===== src/rtl/ipc_pkg.sv =====
// Shared types, codes and helper functions for the infix-to-postfix converter.
// Used by the interfaces and by every RTL module of the block; depends on nothing.
package ipc_pkg;

    localparam int STACK_DEPTH_DEFAULT = 32;
    localparam int QUEUE_DEPTH         = 2;
    localparam int NUM_W               = 64;

    typedef enum logic [2:0] {
        TOK_NUM    = 3'd0,
        TOK_OP     = 3'd1,
        TOK_LPAREN = 3'd2,
        TOK_RPAREN = 3'd3,
        TOK_END    = 3'd4
    } tok_kind_t;

    typedef enum logic [2:0] {
        OP_ADD = 3'd0,
        OP_SUB = 3'd1,
        OP_MUL = 3'd2,
        OP_DIV = 3'd3,
        OP_MOD = 3'd4,
        OP_POW = 3'd5
    } op_code_t;

    typedef enum logic [1:0] {
        OUT_NUM   = 2'd0,
        OUT_OP    = 2'd1,
        OUT_END   = 2'd2,
        OUT_ERROR = 2'd3
    } out_kind_t;

    typedef enum logic [1:0] {
        CAUSE_NONE     = 2'd0,
        CAUSE_RPAREN   = 2'd1,
        CAUSE_LPAREN   = 2'd2,
        CAUSE_OVERFLOW = 2'd3
    } err_cause_t;

    // Stack entry: bit 3 marks a left paren, bits 2..0 hold an operator code.
    localparam logic [3:0] PAREN_MARK = 4'b1000;

    // Decoded token handed from the front end to the back end.
    typedef struct packed {
        tok_kind_t        kind;
        logic [2:0]       op;
        logic [1:0]       prec;
        logic             right_assoc;
        logic             unary_ok;
        logic [NUM_W-1:0] number;
    } cmd_t;

    function automatic logic [1:0] prec_of(input logic [2:0] op);
        logic [1:0] p;
        if (op <= OP_SUB)
            p = 2'd1;
        else if (op <= OP_MOD)
            p = 2'd2;
        else if (op == OP_POW)
            p = 2'd3;
        else
            p = 2'd0;
        return p;
    endfunction

    // True when the stack entry must be popped before an incoming operator.
    function automatic logic must_pop(input logic [3:0] entry, input logic [1:0] prec,
                                      input logic right_assoc);
        logic [1:0] tp;
        tp = prec_of(entry[2:0]);
        return !entry[3] && ((tp > prec) || ((tp == prec) && !right_assoc));
    endfunction

endpackage


===== src/rtl/ipc_if.sv =====
// Valid/ready channel interfaces for token beats and result beats.
// Depends on ipc_pkg for the payload widths.
interface ipc_tok_if;
    logic                     valid;
    logic                     ready;
    logic [2:0]               token_kind;
    logic [2:0]               op_code;
    logic [ipc_pkg::NUM_W-1:0] number_value;

    modport source (output valid, output token_kind, output op_code, output number_value,
                    input ready);
    modport sink   (input valid, input token_kind, input op_code, input number_value,
                    output ready);
endinterface

interface ipc_res_if;
    logic                     valid;
    logic                     ready;
    logic [1:0]               out_kind;
    logic [2:0]               out_op;
    logic [ipc_pkg::NUM_W-1:0] out_number;
    logic [1:0]               error_cause;
    logic                     last_of_run;

    modport source (output valid, output out_kind, output out_op, output out_number,
                    output error_cause, output last_of_run, input ready);
    modport sink   (input valid, input out_kind, input out_op, input out_number,
                    input error_cause, input last_of_run, output ready);
endinterface


===== src/rtl/infix_to_postfix_converter_top.sv =====
// Infix-to-postfix converter: token beats in, postfix result beats out.
// A token beat of a known kind is written into the queue when accepted; the back end takes
// it from the queue head and registers each result beat, holding while a beat waits on ready.
// The back end gives result beats one by one; pushing an operator or left paren and dropping
// the matching left paren are steps of their own that give no result beat.
// Reset clears the stack count and the error state; the stack memory needs no clearing.
module infix_to_postfix_converter_top #(
    parameter int STACK_DEPTH = ipc_pkg::STACK_DEPTH_DEFAULT
) (
    input  logic       clk,
    input  logic       rst_n,
    ipc_tok_if.sink    tokens,
    ipc_res_if.source  results
);

    logic          q_push, q_full, q_pop, q_not_empty;
    ipc_pkg::cmd_t q_data, q_head;

    ipc_front u_front (
        .tokens (tokens),
        .q_full (q_full),
        .q_push (q_push),
        .q_data (q_data)
    );

    ipc_queue u_queue (
        .clk       (clk),
        .rst_n     (rst_n),
        .push      (q_push),
        .push_data (q_data),
        .pop       (q_pop),
        .full      (q_full),
        .not_empty (q_not_empty),
        .head      (q_head)
    );

    ipc_back #(
        .STACK_DEPTH (STACK_DEPTH)
    ) u_back (
        .clk     (clk),
        .rst_n   (rst_n),
        .q_valid (q_not_empty),
        .cmd     (q_head),
        .q_pop   (q_pop),
        .results (results)
    );

endmodule


===== src/rtl/ipc_front.sv =====
// Front end: accepts token beats, drops unknown kinds and decodes the rest.
// Depends on ipc_pkg and ipc_tok_if; feeds ipc_queue.
module ipc_front (
    ipc_tok_if.sink         tokens,
    input  logic            q_full,
    output logic            q_push,
    output ipc_pkg::cmd_t   q_data
);

    logic accept;

    assign tokens.ready = !q_full;
    assign accept       = tokens.valid && !q_full;

    // Token kinds above the end marker are consumed without effect.
    assign q_push = accept && (tokens.token_kind <= ipc_pkg::TOK_END);

    always_comb
    begin
        q_data             = '0;
        q_data.kind        = ipc_pkg::tok_kind_t'(tokens.token_kind);
        q_data.op          = tokens.op_code;
        q_data.prec        = ipc_pkg::prec_of(tokens.op_code);
        q_data.right_assoc = (tokens.op_code == ipc_pkg::OP_POW);
        q_data.unary_ok    = (tokens.op_code == ipc_pkg::OP_ADD) ||
                             (tokens.op_code == ipc_pkg::OP_SUB);
        q_data.number      = tokens.number_value;
    end

endmodule


===== src/rtl/ipc_queue.sv =====
// Short FIFO of decoded tokens between the front end and the back end.
// Depends on ipc_pkg for the entry type and depth.
module ipc_queue (
    input  logic          clk,
    input  logic          rst_n,
    input  logic          push,
    input  ipc_pkg::cmd_t push_data,
    input  logic          pop,
    output logic          full,
    output logic          not_empty,
    output ipc_pkg::cmd_t head
);

    localparam int PTR_W = (ipc_pkg::QUEUE_DEPTH > 1) ? $clog2(ipc_pkg::QUEUE_DEPTH) : 1;
    localparam int CNT_W = $clog2(ipc_pkg::QUEUE_DEPTH + 1);

    ipc_pkg::cmd_t     entry_reg [ipc_pkg::QUEUE_DEPTH];
    logic [PTR_W-1:0]  wr_ptr_reg, wr_ptr_next;
    logic [PTR_W-1:0]  rd_ptr_reg, rd_ptr_next;
    logic [CNT_W-1:0]  count_reg, count_next;
    logic              do_push, do_pop;

    assign full      = (count_reg == CNT_W'(ipc_pkg::QUEUE_DEPTH));
    assign not_empty = (count_reg != '0);
    assign head      = entry_reg[rd_ptr_reg];
    assign do_push   = push && !full;
    assign do_pop    = pop && not_empty;

    always_comb
    begin
        wr_ptr_next = wr_ptr_reg;
        rd_ptr_next = rd_ptr_reg;
        count_next  = count_reg;
        if (do_push)
        begin
            if (wr_ptr_reg == PTR_W'(ipc_pkg::QUEUE_DEPTH - 1))
                wr_ptr_next = '0;
            else
                wr_ptr_next = wr_ptr_reg + PTR_W'(1);
        end
        if (do_pop)
        begin
            if (rd_ptr_reg == PTR_W'(ipc_pkg::QUEUE_DEPTH - 1))
                rd_ptr_next = '0;
            else
                rd_ptr_next = rd_ptr_reg + PTR_W'(1);
        end
        if (do_push && !do_pop)
            count_next = count_reg + CNT_W'(1);
        else if (do_pop && !do_push)
            count_next = count_reg - CNT_W'(1);
    end

    always_ff @(posedge clk or negedge rst_n)
    begin
        if (!rst_n)
        begin
            wr_ptr_reg <= '0;
            rd_ptr_reg <= '0;
            count_reg  <= '0;
        end
        else
        begin
            wr_ptr_reg <= wr_ptr_next;
            rd_ptr_reg <= rd_ptr_next;
            count_reg  <= count_next;
        end
    end

    always_ff @(posedge clk)
    begin
        if (do_push)
            entry_reg[wr_ptr_reg] <= push_data;
    end

endmodule


===== src/rtl/ipc_back.sv =====
// Back end: shunting-yard rule on the operator stack, at most one result per cycle.
// Depends on ipc_pkg and ipc_res_if; takes decoded tokens from ipc_queue.
module ipc_back #(
    parameter int STACK_DEPTH = ipc_pkg::STACK_DEPTH_DEFAULT
) (
    input  logic          clk,
    input  logic          rst_n,
    input  logic          q_valid,
    input  ipc_pkg::cmd_t cmd,
    output logic          q_pop,
    ipc_res_if.source     results
);

    localparam int ADDR_W = $clog2(STACK_DEPTH);
    localparam int CNT_W  = $clog2(STACK_DEPTH + 1);

    logic [3:0]        stack_mem [STACK_DEPTH];
    logic [3:0]        top_reg;
    logic [3:0]        below_reg;
    logic [CNT_W-1:0]  count_reg, count_next;
    logic              unary_reg, unary_next;
    logic              discard_reg, discard_next;
    logic              zero_done_reg, zero_done_next;

    logic                      out_valid_reg;
    ipc_pkg::out_kind_t        out_kind_reg;
    logic [2:0]                out_op_reg;
    logic [ipc_pkg::NUM_W-1:0] out_number_reg;
    ipc_pkg::err_cause_t       out_cause_reg;
    logic                      out_last_reg;

    logic                      act;
    logic                      done;
    logic                      push;
    logic [3:0]                push_data;
    logic                      have_top, have_below, full;
    logic                      pop_top, stop_below;
    logic                      r_valid;
    ipc_pkg::out_kind_t        r_kind;
    logic [2:0]                r_op;
    logic [ipc_pkg::NUM_W-1:0] r_number;
    ipc_pkg::err_cause_t       r_cause;
    logic                      r_last;
    logic [ADDR_W-1:0]         top_idx, below_idx;

    assign act        = q_valid && (!out_valid_reg || results.ready);
    assign q_pop      = act && done;
    assign have_top   = (count_reg != '0);
    assign have_below = (count_reg > CNT_W'(1));
    assign full       = (count_reg == CNT_W'(STACK_DEPTH));
    assign pop_top    = have_top && ipc_pkg::must_pop(top_reg, cmd.prec, cmd.right_assoc);
    assign stop_below = !have_below ||
                        !ipc_pkg::must_pop(below_reg, cmd.prec, cmd.right_assoc);

    always_comb
    begin
        done           = 1'b0;
        push           = 1'b0;
        push_data      = '0;
        count_next     = count_reg;
        unary_next     = unary_reg;
        discard_next   = discard_reg;
        zero_done_next = zero_done_reg;
        r_valid        = 1'b0;
        r_kind         = ipc_pkg::OUT_NUM;
        r_op           = '0;
        r_number       = '0;
        r_cause        = ipc_pkg::CAUSE_NONE;
        r_last         = 1'b0;

        if (act)
        begin
            if (cmd.kind == ipc_pkg::TOK_END)
            begin
                priority if (have_top && top_reg[3])
                begin
                    r_valid    = 1'b1;
                    r_kind     = ipc_pkg::OUT_ERROR;
                    r_cause    = ipc_pkg::CAUSE_LPAREN;
                    count_next = '0;
                end
                else if (have_top)
                begin
                    r_valid    = 1'b1;
                    r_kind     = ipc_pkg::OUT_OP;
                    r_op       = top_reg[2:0];
                    count_next = count_reg - CNT_W'(1);
                end
                else
                begin
                    r_valid      = 1'b1;
                    r_kind       = ipc_pkg::OUT_END;
                    r_last       = 1'b1;
                    discard_next = 1'b0;
                    unary_next   = 1'b1;
                    done         = 1'b1;
                end
            end
            else if (discard_reg)
            begin
                done = 1'b1;
            end
            else
            begin
                unique case (cmd.kind)
                    ipc_pkg::TOK_NUM:
                    begin
                        r_valid    = 1'b1;
                        r_kind     = ipc_pkg::OUT_NUM;
                        r_number   = cmd.number;
                        r_last     = 1'b1;
                        unary_next = 1'b0;
                        done       = 1'b1;
                    end
                    ipc_pkg::TOK_OP:
                    begin
                        // The last flag of each beat is settled by looking one entry ahead.
                        priority if (cmd.unary_ok && unary_reg && !zero_done_reg)
                        begin
                            r_valid        = 1'b1;
                            r_kind         = ipc_pkg::OUT_NUM;
                            r_last         = !pop_top && !full;
                            zero_done_next = 1'b1;
                        end
                        else if (pop_top)
                        begin
                            r_valid    = 1'b1;
                            r_kind     = ipc_pkg::OUT_OP;
                            r_op       = top_reg[2:0];
                            r_last     = stop_below;
                            count_next = count_reg - CNT_W'(1);
                        end
                        else if (full)
                        begin
                            r_valid      = 1'b1;
                            r_kind       = ipc_pkg::OUT_ERROR;
                            r_cause      = ipc_pkg::CAUSE_OVERFLOW;
                            r_last       = 1'b1;
                            count_next   = '0;
                            discard_next = 1'b1;
                            done         = 1'b1;
                        end
                        else
                        begin
                            push       = 1'b1;
                            push_data  = {1'b0, cmd.op};
                            count_next = count_reg + CNT_W'(1);
                            unary_next = 1'b1;
                            done       = 1'b1;
                        end
                    end
                    ipc_pkg::TOK_LPAREN:
                    begin
                        if (full)
                        begin
                            r_valid      = 1'b1;
                            r_kind       = ipc_pkg::OUT_ERROR;
                            r_cause      = ipc_pkg::CAUSE_OVERFLOW;
                            r_last       = 1'b1;
                            count_next   = '0;
                            discard_next = 1'b1;
                        end
                        else
                        begin
                            push       = 1'b1;
                            push_data  = ipc_pkg::PAREN_MARK;
                            count_next = count_reg + CNT_W'(1);
                            unary_next = 1'b1;
                        end
                        done = 1'b1;
                    end
                    ipc_pkg::TOK_RPAREN:
                    begin
                        priority if (have_top && top_reg[3])
                        begin
                            count_next = count_reg - CNT_W'(1);
                            unary_next = 1'b0;
                            done       = 1'b1;
                        end
                        else if (have_top)
                        begin
                            r_valid    = 1'b1;
                            r_kind     = ipc_pkg::OUT_OP;
                            r_op       = top_reg[2:0];
                            r_last     = have_below && below_reg[3];
                            count_next = count_reg - CNT_W'(1);
                        end
                        else
                        begin
                            r_valid      = 1'b1;
                            r_kind       = ipc_pkg::OUT_ERROR;
                            r_cause      = ipc_pkg::CAUSE_RPAREN;
                            r_last       = 1'b1;
                            count_next   = '0;
                            discard_next = 1'b1;
                            done         = 1'b1;
                        end
                    end
                    default:
                    begin
                        done = 1'b1;
                    end
                endcase
            end

            if (done)
                zero_done_next = 1'b0;
        end
    end

    assign top_idx   = ADDR_W'(count_next - CNT_W'(1));
    assign below_idx = ADDR_W'(count_next - CNT_W'(2));

    // The top two entries are kept in registers; a push bypasses the memory read.
    always_ff @(posedge clk)
    begin
        if (push)
            stack_mem[count_reg[ADDR_W-1:0]] <= push_data;
        if (push)
        begin
            top_reg   <= push_data;
            below_reg <= top_reg;
        end
        else
        begin
            top_reg   <= stack_mem[top_idx];
            below_reg <= stack_mem[below_idx];
        end
    end

    always_ff @(posedge clk or negedge rst_n)
    begin
        if (!rst_n)
        begin
            count_reg     <= '0;
            unary_reg     <= 1'b1;
            discard_reg   <= 1'b0;
            zero_done_reg <= 1'b0;
            out_valid_reg <= 1'b0;
        end
        else
        begin
            count_reg     <= count_next;
            unary_reg     <= unary_next;
            discard_reg   <= discard_next;
            zero_done_reg <= zero_done_next;
            if (r_valid)
                out_valid_reg <= 1'b1;
            else if (results.ready)
                out_valid_reg <= 1'b0;
        end
    end

    always_ff @(posedge clk)
    begin
        if (r_valid)
        begin
            out_kind_reg   <= r_kind;
            out_op_reg     <= r_op;
            out_number_reg <= r_number;
            out_cause_reg  <= r_cause;
            out_last_reg   <= r_last;
        end
    end

    assign results.valid       = out_valid_reg;
    assign results.out_kind    = out_kind_reg;
    assign results.out_op      = out_op_reg;
    assign results.out_number  = out_number_reg;
    assign results.error_cause = out_cause_reg;
    assign results.last_of_run = out_last_reg;

endmodule

===== src/flat_wrapper.sv =====
// flat-port wrapper written by rule: the top's interface ports become plain ports
module infix_to_postfix_converter_top_flat 
#(
    parameter int STACK_DEPTH = ipc_pkg::STACK_DEPTH_DEFAULT
)
  (clk, rst_n, tokens_valid, tokens_token_kind, tokens_op_code, tokens_number_value, tokens_ready, results_valid, results_out_kind, results_out_op, results_out_number, results_error_cause, results_last_of_run, results_ready);
  ipc_tok_if tokens_i ();
  ipc_res_if results_i ();
  input  logic clk;
  input  logic rst_n;
  input wire logic [$bits(tokens_i.valid)-1:0] tokens_valid;
  input wire logic [$bits(tokens_i.token_kind)-1:0] tokens_token_kind;
  input wire logic [$bits(tokens_i.op_code)-1:0] tokens_op_code;
  input wire logic [$bits(tokens_i.number_value)-1:0] tokens_number_value;
  output wire logic [$bits(tokens_i.ready)-1:0] tokens_ready;
  output wire logic [$bits(results_i.valid)-1:0] results_valid;
  output wire logic [$bits(results_i.out_kind)-1:0] results_out_kind;
  output wire logic [$bits(results_i.out_op)-1:0] results_out_op;
  output wire logic [$bits(results_i.out_number)-1:0] results_out_number;
  output wire logic [$bits(results_i.error_cause)-1:0] results_error_cause;
  output wire logic [$bits(results_i.last_of_run)-1:0] results_last_of_run;
  input wire logic [$bits(results_i.ready)-1:0] results_ready;
  assign tokens_i.valid = tokens_valid;
  assign tokens_i.token_kind = tokens_token_kind;
  assign tokens_i.op_code = tokens_op_code;
  assign tokens_i.number_value = tokens_number_value;
  assign tokens_ready = tokens_i.ready;
  assign results_valid = results_i.valid;
  assign results_out_kind = results_i.out_kind;
  assign results_out_op = results_i.out_op;
  assign results_out_number = results_i.out_number;
  assign results_error_cause = results_i.error_cause;
  assign results_last_of_run = results_i.last_of_run;
  assign results_i.ready = results_ready;
  infix_to_postfix_converter_top #(.STACK_DEPTH(STACK_DEPTH)) u_core (.clk(clk), .rst_n(rst_n), .tokens(tokens_i), .results(results_i));
endmodule

===== config.mk =====
export PLATFORM = sky130hd
export DESIGN_NAME = infix_to_postfix_converter_top_flat
export DESIGN_NICKNAME = d
export VERILOG_FILES = /design/src/rtl/ipc_pkg.sv /design/src/rtl/ipc_if.sv /design/src/rtl/infix_to_postfix_converter_top.sv /design/src/rtl/ipc_front.sv /design/src/rtl/ipc_queue.sv /design/src/rtl/ipc_back.sv /design/src/flat_wrapper.sv
export SDC_FILE = /design/constraint.sdc
export NUM_CORES = 1
export LEC_CHECK = 0
export ABC_CLOCK_PERIOD_IN_PS = 11100
export BUFFER_PORTS_ARGS = -buffer_cell sky130_fd_sc_hd__buf_2
export CAP_MARGIN = 0
export CELL_PAD_IN_SITES_DETAIL_PLACEMENT = 2
export CELL_PAD_IN_SITES_GLOBAL_PLACEMENT = 2
export CORE_UTILIZATION = 43
export CTS_CLUSTER_SIZE = 8
export DETAILED_ROUTE_END_ITERATION = 12
export HOLD_SLACK_MARGIN = 0.02
export MAX_ROUTING_LAYER = met4
export PLACE_DENSITY_LB_ADDON = 0.1
export SKIP_LAST_GASP = 1
export SYNTH_ARGS = -nofsm -noshare
export SYNTH_HDL_FRONTEND = slang
export SYNTH_SLANG_ARGS = --single-unit

===== constraint.sdc =====
create_clock -name clk -period 11.1 [get_ports clk]
set_input_delay 1.11 -clock clk [delete_from_list [all_inputs] [get_ports clk]]
set_output_delay 1.11 -clock clk [all_outputs]
set_load 0.05 [all_outputs]

After elaboration in Yosys (flattened, before gate mapping):

Memories as Yosys holds them, arrays and structs flattened. A register that Yosys moved wholly into a read port is not among the register bits.
Index checks and enable logic that the tools add are counted.

* logic and storage cells: 221
* bits in writable memories: 276
* memories kept: 2
* bits in registers: 90
* input port bits: 74
* output and inout port bits: 74

Memory list
* u_core.u_queue.entry_reg: words 2, width 74, rd ports 1, clocked after memory_dff 0, wr ports 1, line ipc_queue.sv:17 `ipc_pkg::cmd_t entry_reg [ipc_pkg::QUEUE_DEPTH];`
* u_core.u_back.stack_mem: words 32, width 4, rd ports 2, clocked after memory_dff 1, wr ports 1, line ipc_back.sv:17 `logic [3:0] stack_mem [STACK_DEPTH];`

* order comparisons: 10
* multiplexer cells: 117
* reduce and logical (&&, ||, !) cells: 48
* bitwise logic cells: 2
* add/subtract/negate cells: 8
* equal/unequal tests: 20

Operator list (number)
* 6-bit two-way mux: 10
* 1-bit two-way mux: 57
* 2-bit two-way mux: 25
* 3-bit two-way mux: 9
* 4-bit two-way mux: 5
* 1-bit logical AND: 18
* 6-bit one-hot mux with 3 select lines: 1
* 3-bit equality test (second input constant): 4
* 3-bit <= comparator (second input constant): 4
* 1-bit zero test: 12
* 1-bit one-hot mux with 4 select lines: 3
* 2-bit one-hot mux with 3 select lines: 2
* 2-bit nonzero test: 5
* 3-bit by 1-bit <= comparator with 1-bit output (second input constant): 3
* 3-bit inequality test (second input constant): 3
* 4-bit one-hot mux with 2 select lines: 1
* 8-bit AND reduction: 1
* 6-bit by 1-bit adder with 6-bit output (second input constant): 1
* 3-bit by 1-bit equality test with 1-bit output (second input constant): 2
* 3-bit by 2-bit equality test with 1-bit output (second input constant): 2
* 6-bit equality test (second input constant): 1
* 6-bit by 1-bit > comparator with 1-bit output (second input constant): 1
* 3-bit zero test: 2
* 2-bit by 1-bit inequality test with 1-bit output (second input constant): 3
* 20 further kinds: 30

Depth between registers and ports, before layout:

* depth after elaboration: 21
* depth in mapped cells: 26
* gate-level depth less buffers: 21

Hierarchy:

A second synthesis with hierarchy kept.

* cells, all modules: 1190
* area total of the unflattened synthesis: 17519.3 µm²

Modules (own cells, without submodules)
* ipc_back: sequential area each 6437.4 µm², cells an instance 862, area each 11209.5 µm², times used 1
* ipc_queue: sequential area each 4544.4 µm², cells an instance 249, area each 5740.5 µm², times used 1
* ipc_front: sequential area each 0.0 µm², cells an instance 79, area each 569.3 µm², times used 1

Worst setup path after synthesis:

No wires, ideal clock.

* kind: flip-flop to flip-flop
* from: reg (tool-made name)
* to: reg u_core.u_back.out_valid_reg (netlist: u_core.u_back.results.valid)
* buffers on the path: 2
* data arrival time: 7864 ps
* stages on the path, launching flop included: 18
* library setup time: 86 ps
* slack: 3149 ps
* required time: 11014 ps
* path through: dfxtp_1 > buf_2 > buf_1 > mux4_2 > mux4_2 > mux2i_1 > o21ai_0 > ha_1 > nand2b_1 > a21oi_1 > a31oi_1 > nand2_1 > nor3_1 > nor2_1 > a21oi_1 > o31ai_1 > a21oi_1 > or2_2

RTL lines
* to (signal assigned): line ipc_back.sv:239 `out_valid_reg <= 1'b0;`
* to (signal assigned): line ipc_back.sv:248 `out_valid_reg <= 1'b1;`
* to (signal assigned): line ipc_back.sv:250 `out_valid_reg <= 1'b0;`
* to (decl): line ipc_back.sv:25 `logic out_valid_reg;`

==> metrics.csv <==
stage;metric;value;unit
global_routing;grt_antenna_before_repair;9;
power_and_ir_drop;ir_drop;160;uV
yosys;synth_top_area_share;63.8;%
routing;firstDrtPassIters;5;
place;dpl.hpwl;33600;um
sta;finalSetupViolations;0;
finish;layout.cells.non_filler;1829;
power_and_ir_drop;p_total;5.36;mW
routing;wl_per_cell;28.3;um
clock_tree;cts-buffers-inserted;52;
place;io_buffers;147;
setup_path;critPathMaxFanout;28;
status;status;finished clean;
global_routing;grt-ovfl-total;0;
clock_tree;clock-sinks;371;
floorplan;die_h;197;um
yosys;syn_nets;1203;
yosys;synth_enable_flop_cells;348;
place;gp_congestion;0.898;
finish;drive_gt1_share;24.1;%
setup_path;required;11.61;ns
clock_tree;clk_path_buf_depth;3;
yosys;synth_mux_area_share;13.8;%
clock_tree;postCtsSetupBuffers;0;
yosys;yosys.area_share.simple;8.48;%
sta;final_max_slew_viol_count;0;
sta;fmax;149;MHz
place;placed_cells;1731;
finish;fin_util;51.0;%
sta;finClkSkew;0.0612;ns
yosys;syn-instance-count;1114;
setup_path;timing.rr.end;u_core.u_back.below_reg[3];
global_routing;grt_pass1_wl;75900;um
setup_path;crit_type;reg -> reg;
routing;vias;10472;
yosys;synth_adder_area_share;1.15;%
clock_tree;root_buffer;clkbuf_16;
yosys;synth_top_family_by_area;multiplexers;
yosys;synth_area_per_cell;14.7;um^2
setup_path;arrival;7.22;ns
routing;viasPerCell;5.73;
setup_path;worst-r2r-cell-count;19;
yosys;synth_area_leaders;edfxtp_1 (64%), mux2i_1 (7.2%), mux4_2 (4.4%);
place;dp_slack;4.40;ns
yosys;synthXorXnorAreaFrac;0.848;%
setup_path;r2r_slack;4.39;ns
job;cap_violations;0;
finish;nets;1363;
routing;drt_drc_violations_left;0;
yosys;seq_area_frac_synth;67.1;%
global_routing;grt_usage;27.8;%
setup_path;worst_setup_path_end_kind;register;
yosys;synth_compound_area_share;6.56;%
floorplan;coreArea;37600;um^2
yosys;synth-seq-cells;371;
power_and_ir_drop;p_leak;7.29;nW
sta;period_minus_slack;6.71;ns
routing;wl;51800;um
hold_path;hold_class;in -> async;
setup_path;start_kind;register;
clock_tree;ctsHoldBuffers;0;
floorplan;ioPinCount;148;
yosys;ys.flop_type;edfxtp_1;
sta;tns;0;ns
sta;max_slew_margin;23.0;%
sta;rsz0062_at_grt;false;
floorplan;die-area;38900;um^2
routing;postRouteAntennaNets;0;
global_routing;grt_pass1_vias;11517;
yosys;ys_warn_count;0;
clock_tree;cts_tree;done;
floorplan;start_util;43.6;%
clock_tree;cts.clk_slew.worst_paths;0.06;ns
floorplan;row_count;71;
sta;hold_violations;0;
global_routing;grt_max_degree;72;
yosys;ys_types;78;
sta;fin_crit_sh;60.4;%
finish;largest_register_ffs;148;
yosys;syn_area;16400;um^2
routing;first_iter_violations;643;
finish;syn_to_final_growth;17.1;%
power_and_ir_drop;power_density;280;nW/um^2
floorplan;die_w;197;um
sta;setup_ws;4.39;ns
sta;worst_pin_slew;1.15;ns
clock_tree;htreeDepth;2;
yosys;synth.largest_area_cell;edfxtp_1;
clock_tree;cts-resized-gates;0;
clock_tree;clk_latency;0.62;ns
yosys;async_reset_ff_share;3.77;%
## metrics by stage
step,area (um^2),hold WS (ns)
5_1_grt,19200,0.424
3_3_place_gp,17600,0.492
6_report,19200,0.422
2_1_floorplan,16400,0.460
3_5_place_dp,17600,0.528
4_1_cts,19100,0.406
## worst max path at each step
stage,startpoint,end,cells past startpoint
finish,register,u_core.u_back.below_reg[3],19
global route,register,u_core.u_back.below_reg[3],19
CTS,register,u_core.u_back.below_reg[3],19
detailed placement,register,u_core.u_back.below_reg[3],19
global placement,register,u_core.u_back.below_reg[3],19
floorplan,register,u_core.u_back.results.valid,17
## routing by layer
metal / track usage [%] / wire length [um] / vias to the layer above
li1: - / - / 4633
met1: 33.6 / 21300 / 5452
met2: 45.7 / 25500 / 314
met3: 6.88 / 3610 / 73
met4: 9.16 / 1390 / 0
met5: - / 0 / -
## power by group
| group | internal [mW] | leakage (nW) | total (mW) | switching (mW) |
|---|---|---|---|---|
| Clock | 0.867 | 0.709 | 1.48 | 0.618 |
| Sequential | 1.72 | 3.62 | 1.92 | 0.198 |
| Combinational | 0.682 | 2.96 | 1.96 | 1.27 |
## cell usage after synthesis, types with 5 or more instances
cell,instances
edfxtp_1,348
nor2_1,142
mux2i_1,117
nand2_1,56
a21oi_1,32
clkbuf_1,32
mux4_2,32
mux2_2,31
o21ai_0,25
nand3_1,23
inv_1,19
o22ai_1,16
ha_1,15
dfrtp_1,13
nor3_1,13
a31oi_1,12
buf_2,9
dfxtp_1,9
nand2b_1,9
nor2b_1,9
o211ai_1,9
xor2_1,8
a211oi_1,7
and3_1,7
buf_1,7
buf_4,7
or3_1,7
and2_1,6
xnor2_1,6
or2_2,5
## layout make-up
| class | count | area [um^2] |
|---|---|---|
| Sequential cell | 371 | 11000 |
| Timing Repair Buffer | 163 | 856 |
| Fill cell | 3536 | 18400 |
| Multi-Input combinational cell | 664 | 5080 |
| Inverter | 22 | 82.6 |
| Clock inverter | 4 | 81.3 |
| Antenna cell | 13 | 32.5 |
| Clock buffer | 81 | 1410 |
| Tap cell | 511 | 639 |
## placed cells by master (no fill, tap or decap), types with 8 or more instances in the layout
cell type	n
a21oi_1	31
a31oi_1	12
buf_2	147
buf_4	16
clkbuf_1	29
clkbuf_16	52
dfrtp_1	12
diode_2	13
edfxtp_1	348
ha_1	15
inv_1	19
mux2_2	31
mux2i_1	117
mux4_2	32
nand2_1	56
nand2b_1	9
nand3_1	22
nor2_1	137
nor2b_1	9
nor3_1	13
o211ai_1	9
o21ai_0	25
o22ai_1	16
xor2_1	8
## worst max-delay path, stage by stage (launching register included)
cell and delay [ns]:
dfxtp_2 0.99, mux4_2 0.61, mux4_2 0.53, mux2i_1 0.36, o21ai_0 0.17, ha_1 0.34, nand2b_1 0.11, a21oi_1 0.08
a311oi_1 0.50, o21ai_0 0.19, a21oi_1 0.19, a41oi_1 0.13, nand2_1 0.38, inv_2 0.22, ha_1 0.32, xnor2_2 0.66
nor2_1 0.28, nand3_1 0.15, o311ai_0 0.13, o311ai_1 0.30
## logic make-up (layout without fill, tap and decap cells)
kind of cell               count (synthesis)  count (layout)
DFF                                      371             371
and+or+nand+nor                          300             300
muxes                                    181             181
AOI/OAI and AO/OA                        153             153
buffers and inverters                     79             270
adders and majority gates                 15              15
xor gates and xnor gates                  15              15
other                                      0              13
No activity file was read; power rests on OpenSTA's default activity.
